==> src/sv/fcsm_pkg.sv <==
// ----------------------------------------------------------------------------
// fcsm_pkg
// Shared types and constants for the four-channel sample mixer.
// ----------------------------------------------------------------------------
package fcsm_pkg;

    localparam logic [1:0] REQ_SAMPLE = 2'd0;
    localparam logic [1:0] REQ_REG    = 2'd1;
    localparam logic [1:0] REQ_MIX    = 2'd2;
    localparam logic [1:0] REQ_UNUSED = 2'd3;

    localparam logic [2:0] SEL_PERIOD   = 3'd0;
    localparam logic [2:0] SEL_VOLUME   = 3'd1;
    localparam logic [2:0] SEL_START    = 3'd2;
    localparam logic [2:0] SEL_LENGTH   = 3'd3;
    localparam logic [2:0] SEL_LOOP_OFS = 3'd4;
    localparam logic [2:0] SEL_LOOP_LEN = 3'd5;
    localparam logic [2:0] SEL_POSITION = 3'd6;
    localparam logic [2:0] SEL_ACTIVE   = 3'd7;

    localparam logic [1:0] CFG_RATE   = 2'd0;
    localparam logic [1:0] CFG_FEN    = 2'd1;
    localparam logic [1:0] CFG_ALPHA  = 2'd2;

    localparam logic [16:0] RATE_RESET  = 17'd44100;
    localparam logic [15:0] ALPHA_RESET = 16'd25258;

    // clock constant shifted into 16.16: 3546895 << 16
    localparam logic [37:0] STEP_NUM = 38'd3546895 << 16;

    // controller to datapath commands
    typedef struct packed {
        logic       load_req;     // capture request and apply writes
        logic       div_start;    // begin step division
        logic       ch_prep;      // channel stage 0: wrap check, issue read
        logic       ch_acc;       // channel stage 1: accumulate, advance
        logic [1:0] ch_idx;
        logic       filt_mul;     // start filter multiply
        logic       filt_fin;     // finish filter, produce outputs
    } fcsm_cmd_t;

    typedef struct packed {
        logic [1:0] req_type;
        logic       div_busy;
        logic       fen;
    } fcsm_stat_t;

endpackage

==> src/sv/fcsm_ctrl.sv <==
// ----------------------------------------------------------------------------
// fcsm_ctrl
// Sequencer: accepts a request, steps the datapath through it, holds result.
// ----------------------------------------------------------------------------
module fcsm_ctrl (
    input  logic                 aclk,
    input  logic                 aresetn,
    input  logic                 in_fire,
    output logic                 in_ready,
    input  logic                 out_ready,
    output logic                 out_valid,
    input  fcsm_pkg::fcsm_stat_t stat,
    output fcsm_pkg::fcsm_cmd_t  cmd
);

    localparam logic [2:0] ST_IDLE = 3'd0;
    localparam logic [2:0] ST_DEC  = 3'd1;
    localparam logic [2:0] ST_DIV  = 3'd2;
    localparam logic [2:0] ST_PREP = 3'd3;
    localparam logic [2:0] ST_ACC  = 3'd4;
    localparam logic [2:0] ST_FMUL = 3'd5;
    localparam logic [2:0] ST_FFIN = 3'd6;

    logic [2:0] state_reg, state_next;
    logic [1:0] ch_reg, ch_next;
    logic       ovalid_reg, ovalid_next;

    // next result may be computed while previous waits only until finish
    assign in_ready  = (state_reg == ST_IDLE);
    assign out_valid = ovalid_reg;

    always_comb begin
        state_next  = state_reg;
        ch_next     = ch_reg;
        ovalid_next = ovalid_reg;
        cmd         = '0;
        cmd.ch_idx  = ch_reg;
        if (ovalid_reg && out_ready) begin
            ovalid_next = 1'b0;
        end
        unique case (state_reg)
            ST_IDLE: begin
                if (in_fire) begin
                    cmd.load_req = 1'b1;
                    state_next   = ST_DEC;
                end
            end
            ST_DEC: begin
                ch_next = 2'd0;
                if (stat.req_type == fcsm_pkg::REQ_MIX) begin
                    state_next = ST_PREP;
                end else if (stat.div_busy) begin
                    state_next = ST_DIV;
                end else begin
                    state_next = ST_IDLE;
                end
            end
            ST_DIV: begin
                if (!stat.div_busy) begin
                    state_next = ST_IDLE;
                end
            end
            ST_PREP: begin
                cmd.ch_prep = 1'b1;
                state_next  = ST_ACC;
            end
            ST_ACC: begin
                cmd.ch_acc = 1'b1;
                ch_next    = ch_reg + 2'd1;
                state_next = (ch_reg == 2'd3) ? ST_FMUL : ST_PREP;
            end
            ST_FMUL: begin
                cmd.filt_mul = 1'b1;
                state_next   = ST_FFIN;
            end
            ST_FFIN: begin
                // wait for output register to be free
                if (!ovalid_reg || out_ready) begin
                    cmd.filt_fin = 1'b1;
                    ovalid_next  = 1'b1;
                    state_next   = ST_IDLE;
                end
            end
            default: begin
                state_next = ST_IDLE;
            end
        endcase
    end

    always_ff @(posedge aclk) begin
        if (!aresetn) begin
            state_reg  <= ST_IDLE;
            ch_reg     <= 2'd0;
            ovalid_reg <= 1'b0;
        end else begin
            state_reg  <= state_next;
            ch_reg     <= ch_next;
            ovalid_reg <= ovalid_next;
        end
    end

endmodule

==> config.mk <==
export PLATFORM = sky130hd
export DESIGN_NAME = fcsm_ctrl
export DESIGN_NICKNAME = d
export VERILOG_FILES = /design/src/sv/fcsm_pkg.sv /design/src/sv/fcsm_ctrl.sv
export SDC_FILE = /design/constraint.sdc
export NUM_CORES = 1
export LEC_CHECK = 0
export BUFFER_PORTS_ARGS = -buffer_cell sky130_fd_sc_hd__buf_4
export CORE_UTILIZATION = 25
export CTS_CLUSTER_SIZE = 30
export DETAILED_ROUTE_END_ITERATION = 7
export GPL_TIMING_DRIVEN = 0
export PLACE_DENSITY = 0.53
export SLEW_MARGIN = 0
export SYNTH_ARGS = -nofsm -noshare
export SYNTH_HDL_FRONTEND = slang
export SYNTH_SLANG_ARGS = --single-unit
export TNS_END_PERCENT = 100
==> constraint.sdc <==
create_clock -name aclk -period 1.55 [get_ports aclk]
set_clock_uncertainty 0.2 [all_clocks]
set_input_delay 0.3875 -clock aclk [delete_from_list [all_inputs] [get_ports aclk]]
set_output_delay 0.3875 -clock aclk [all_outputs]
set_load 0.01 [all_outputs]
==> results of run 1 <==
Yosys cell counts, drive strengths merged:
master	number	area (um2)
a21oi	2	10.0
a31oi	2	12.5
and2	2	12.5
and3b	1	8.76
and4b	1	10.0
and4bb	1	12.5
buf	4	37.5
conb	1	3.75
dfxtp	6	120
ha	1	12.5
inv	1	3.75
nand2	2	15.0
nand2b	1	6.26
nand3	2	10.0
nor2	7	28.8
nor2b	1	6.26
nor3	2	15.0
nor3b	1	7.51
nor4b	1	15.0
o21ai	3	15.0
o21ba	2	20.0
o221ai	1	8.76
o22ai	1	6.26
o31a	1	8.76
stage by stage:
| stage | power, mW | setup WS (ns) | hold WS (ns) |
|---|---|---|---|
| final | 0.444 | -0.140 | 0.185 |
| after CTS | 0.421 | -0.131 | 0.191 |
| after floorplan | 0.213 | 0.0661 | 0.315 |
| after detailed placement | 0.244 | -0.0268 | 0.337 |
| after global placement | 0.244 | -0.0150 | 0.337 |
| after global routing | 0.460 | -0.210 | 0.186 |
repair_timing:
item / 4_1_cts / 5_1_grt
endpoints found under the setup margin: 6 / 6
pin swaps: 2 / 3
cloned: 1 / 0
gates resized for setup: 10 / 8
setup buffers: 10 / 3
power breakdown:
group / leakage, nW / total (mW) / internal, mW / switching, mW
registers: 0.0505 / 0.163 / 0.158 / 0.00489
logic: 0.313 / 0.129 / 0.0766 / 0.0527
clock network: 0.0138 / 0.152 / 0.0881 / 0.0636
total: 0.377 / 0.444 / 0.323 / 0.121
logic make-up (layout without fill, tap and decap cells):
logic type	after synthesis	in the layout
other	1	1
and+or+nand+nor	22	22
AOI/OAI and AO/OA	12	12
buffers and inverters	5	37
DFF	6	6
adders and majority gates	1	1
per-layer routing:
| metal | track usage, % | up-vias | wire (um) |
|---|---|---|---|
| met2 | 22.5 | 12 | 639 |
| met4 | 8.75 | 0 | 28 |
| met1 | 14.4 | 208 | 482 |
| li1 | - | 231 | - |
| met5 | 0 | - | 0 |
| met3 | 3.88 | 5 | 51 |
how the worst min path moves through the flow:
stage               slack, ns           end  startpoint
finish                   0.18  state_reg[2]     aresetn
global placement         0.34     ch_reg[1]   ch_reg[1]
global route             0.19  state_reg[2]     aresetn
detailed placement       0.34     ch_reg[1]   ch_reg[1]
CTS                      0.19  state_reg[2]     aresetn
floorplan                0.32  state_reg[2]     aresetn
area by class of cell:
type,instances,area [um2],area share [%]
repair buffers,29,234,32.3
clock buffers,3,22.5,3.11
inverters,1,3.75,0.518
flip-flops and latches,6,129,17.8
multi-input cells,36,274,37.8
plain buffers,4,41.3,5.70
well taps,16,20.0,2.76
critical path, cell delays in order, from the launching register on:
cell     delay, ns
dfxtp_2       0.32
buf_6         0.13
nor3_4        0.15
and2_1        0.14
buf_4         0.11
==> metrics.txt, run 1 <==
Total GRT Usage 13.4%; R2R depth 4; post-synthesis register bit count 6; antenna violations before repair 0; num rows 14; final std cells w/o fill 95; WHS Path Cells 2; Placement Cell Area 539 um2; CTS HTree Levels 1; Die Area 0.00179 mm2; Fill cells 149; Hold Fails Final Rpt 0; Overflow after GRT 0; mean routed wirelength per cell 12.7 um; Netlist cell types 28; post-synthesis compound-gate area fraction 20.0%; Synth Net Count 56; Skew-Pair Late Insertion Delay 0.25 ns; wire length of the first global-routing pass 1750 um; die height 42.3 um; r2r setup slk 0.18 ns; sequential fraction of the synthesis area 29.5%; Adder-Cell Fraction of Synth Area 3.08%; syn_area_per_cell 8.65 um2; worst hold path type input pin to register; Cells after Synth 47; PwrDens 613 mW/mm2; Fmax 592 MHz; Via Count 456; root buf cell clkbuf_4; boundary pin count 18; layout cells sized above 1 59.5%; worst vdd ir 0.263 mV; minimum clock period 1.69 ns; xor and xnor fraction of the mapped netlist area 0%; drt pass-1 iters 4; TritonCTS clock tree done; initial core utilization 27.0%; CP Capture Type output pin; Clock Tree Buf Depth 2; Final Cycle Share 109%; CP Class register to output pin; post-route cell area 724 um2; DRC viols 0; Setup TNS Final -0.659 ns; most frequent cells in the layout buf_4 (24), buf_6 (8), nor2_1 (4); most common cell after layout, fill and taps aside buf_4; max FFs per register 3; Ys Warns 0; outcome finished with violations; Setup crit start kind register; dpl cells 78; simple-gate share of the synthesized area 36.3%; critical path arrival 1.10 ns; CTS sink cnt 6; number of global-route vias before repair 433; P_leak 0.377 nW; GPL Wtd Cong 0.685; Max FO, Critical Path 5; multiplexer area fraction after synthesis 0%; Post-CTS Hold Fix Bufs 0; Clock Pin Slew Worst Setup and Hold Paths 0.05 ns; Port Buf Inserts 15; largest net degree at the start of global routing 8; failing checks setup timing; largest family of logic cells by synthesized area simple AND/OR/NAND/NOR gates; final net count 90; RSZ-0062 raised after global routing yes; max-slew violation count 0; WL final 1200 um; max cap viols 0; Final setup violation count 6; Setup crit start state_reg[1]; DRT antenna net count 0; CTS Buf Count 3; Iter 0 DRT Violations 12; vias per inst 4.80; CORE AREA 0.00151 mm2; antenna cell count 0; Area Overhead vs Synth 78.2%; Final HPWL DP 653 um; Die Span X 42.3 um; Final Util 48.1%; Worst Slack Setup Final -0.140 ns; Critical path destination cmd[7]; reg2reg start ch_reg[0]; Reg-to-Reg End state_reg[2]; area of the mapped netlist 407 um2; data required time of the critical path 0.96 ns
Power figures use the tool's default switching activity.
==> inputs of run 2 (changes only) <==
--- a/config.mk
+++ b/config.mk
@@ -10,7 +10,7 @@
 export CTS_CLUSTER_SIZE = 30
 export DETAILED_ROUTE_END_ITERATION = 7
 export GPL_TIMING_DRIVEN = 0
-export PLACE_DENSITY = 0.53
+export PLACE_DENSITY_LB_ADDON = 0.05
 export SLEW_MARGIN = 0
 export SYNTH_ARGS = -nofsm -noshare
 export SYNTH_HDL_FRONTEND = slang
==> run 2 against run 1 <==
Against the previous run: the run still ends with setup timing left; register-to-register slack got worse by 0.02 ns; die area did not move; via count decreased by 3.9%; critical path type unchanged.
==> metrics.txt, run 2 (same netlist as run 1, synthesis figures left out) <==
outcome finished with violations; failing checks setup timing; Clock Pin Slew Worst Setup and Hold Paths 0.05 ns (about the same); layout cells sized above 1 56.8% (-2.7 points); CTS HTree Levels 1 (unchanged); PwrDens 620 mW/mm2 (+1.1%); Final Util 45.3% (-2.8 points); Iter 0 DRT Violations 3 (-9); Final HPWL DP 686 um (+5.1%); Final setup violation count 6 (unchanged); most common cell after layout, fill and taps aside buf_4; GPL Wtd Cong 0.681 (-0.61%); Placement Setup Slack -0.0159 ns (+0.0109 ns); P_leak 0.333 nW (-12%); Setup TNS Final -0.564 ns (+0.0958 ns); Total GRT Usage 13.1% (-0.29 points); antenna violations before repair 0 (unchanged); Pwr Total 0.423 mW (-4.8%); area of the multi-input gates 270 um2 (-1.4%); Die Span X 42.3 um (unchanged); Hold Fails Final Rpt 0 (unchanged); mean routed wirelength per cell 11.6 um (-8.5%); most frequent cells in the layout buf_4 (22), buf_6 (5), nor2_1 (5); boundary pin count 18 (unchanged); RSZ-0062 raised after global routing yes; max FFs per register 3 (unchanged); DRC viols 0 (unchanged); vias per inst 4.87 (+1.4%); CORE AREA 0.00151 mm2 (unchanged); worst hold path type input pin to register; max-slew violation count 0 (unchanged); final hold slack 0.193 ns (+0.00852 ns); Die Area 0.00179 mm2 (unchanged); drt pass-1 iters 2 (-2); number of global-route vias before repair 411 (-5.1%); largest net degree at the start of global routing 11 (+3); Final Cycle Share 109% (-0.30 points); final std cells w/o fill 90 (-5.3%); DRT antenna net count 0 (unchanged); die height 42.3 um (unchanged); Fmax 593 MHz (+0.28%); CTS sink cnt 6 (unchanged); root buf cell clkbuf_4; initial core utilization 27.0% (unchanged); data required time of the critical path 0.96 ns (about the same); Skew-Pair Late Insertion Delay 0.25 ns (about the same); Port Buf Inserts 15 (unchanged); Worst Slack Setup Final -0.136 ns (+0.00464 ns); num rows 14 (unchanged); Setup crit start kind register; Overflow after GRT 0 (unchanged); antenna cell count 0 (unchanged); Placement Cell Area 539 um2 (unchanged); TritonCTS clock tree done; post-route cell area 682 um2 (-5.9%); minimum clock period 1.69 ns (-0.00464 ns); CP Class register to output pin; Area Overhead vs Synth 67.7%; CTS Buf Count 3 (unchanged); Clock Tree Buf Depth 2 (unchanged); max cap viols 0 (unchanged); Max FO, Critical Path 6 (+1); worst vdd ir 0.509 mV (+93%); critical path arrival 1.10 ns (about the same); dpl cells 78 (unchanged); sequential cell area 129 um2 (unchanged); CP Capture Type output pin; final net count 85 (-5.6%); Via Count 438 (-3.9%); Fill cells 156 (+4.7%); wire length of the first global-routing pass 1750 um (+0.40%); WL final 1040 um (-13%)
## run 2: cell type report
type,count,share of cell area [%]
well taps,16,2.94
repair buffers,24,28.1
flip-flops and latches,6,18.9
clock buffers,3,3.30
multi-input cells,36,39.6
plain buffers,4,6.61
inverters,1,0.550
## run 2: what timing repair did
item,CTS,global route
pin swaps,2,1
endpoints found under the setup margin,6,6
hold buffers,0,0
setup buffers,7,2
resized for setup,13,3
## run 2: worst paths after layout
check / start / endpoint / slack, ns / cells after the start
hold reg to reg: ch_reg[1] / ch_reg[1] / 0.34 / 2
setup reg to reg: state_reg[1] / ch_reg[0] / 0.16 / 6
hold / removal: aresetn / state_reg[2] / 0.19 / 2
setup / recovery: state_reg[0] / cmd[4] / -0.14 / 4
## run 2: layer usage
layer | vias to the layer above | GRT usage (%) | part of all wire, %
li1 | 223 | - | -
met1 | 202 | 15.9 | 44
met2 | 13 | 20.6 | 49
met3 | 0 | 7.33 | 6.8
met4 | 0 | 1.88 | 0
met5 | - | 0 | 0
## run 2: worst max-delay path: stages (launching register included)
cell     delay [ns]
dfxtp_4        0.35
buf_6          0.14
nor2_1         0.11
and2_1         0.14
buf_4          0.11
## run 2: report_power, final
group | total [mW] | switching, mW | internal (mW) | leakage (nW)
clock network | 0.147 | 0.0593 | 0.0878 | 0.0138
registers | 0.163 | 0.00517 | 0.158 | 0.0505
logic | 0.112 | 0.0480 | 0.0642 | 0.268
total | 0.423 | 0.113 | 0.310 | 0.333
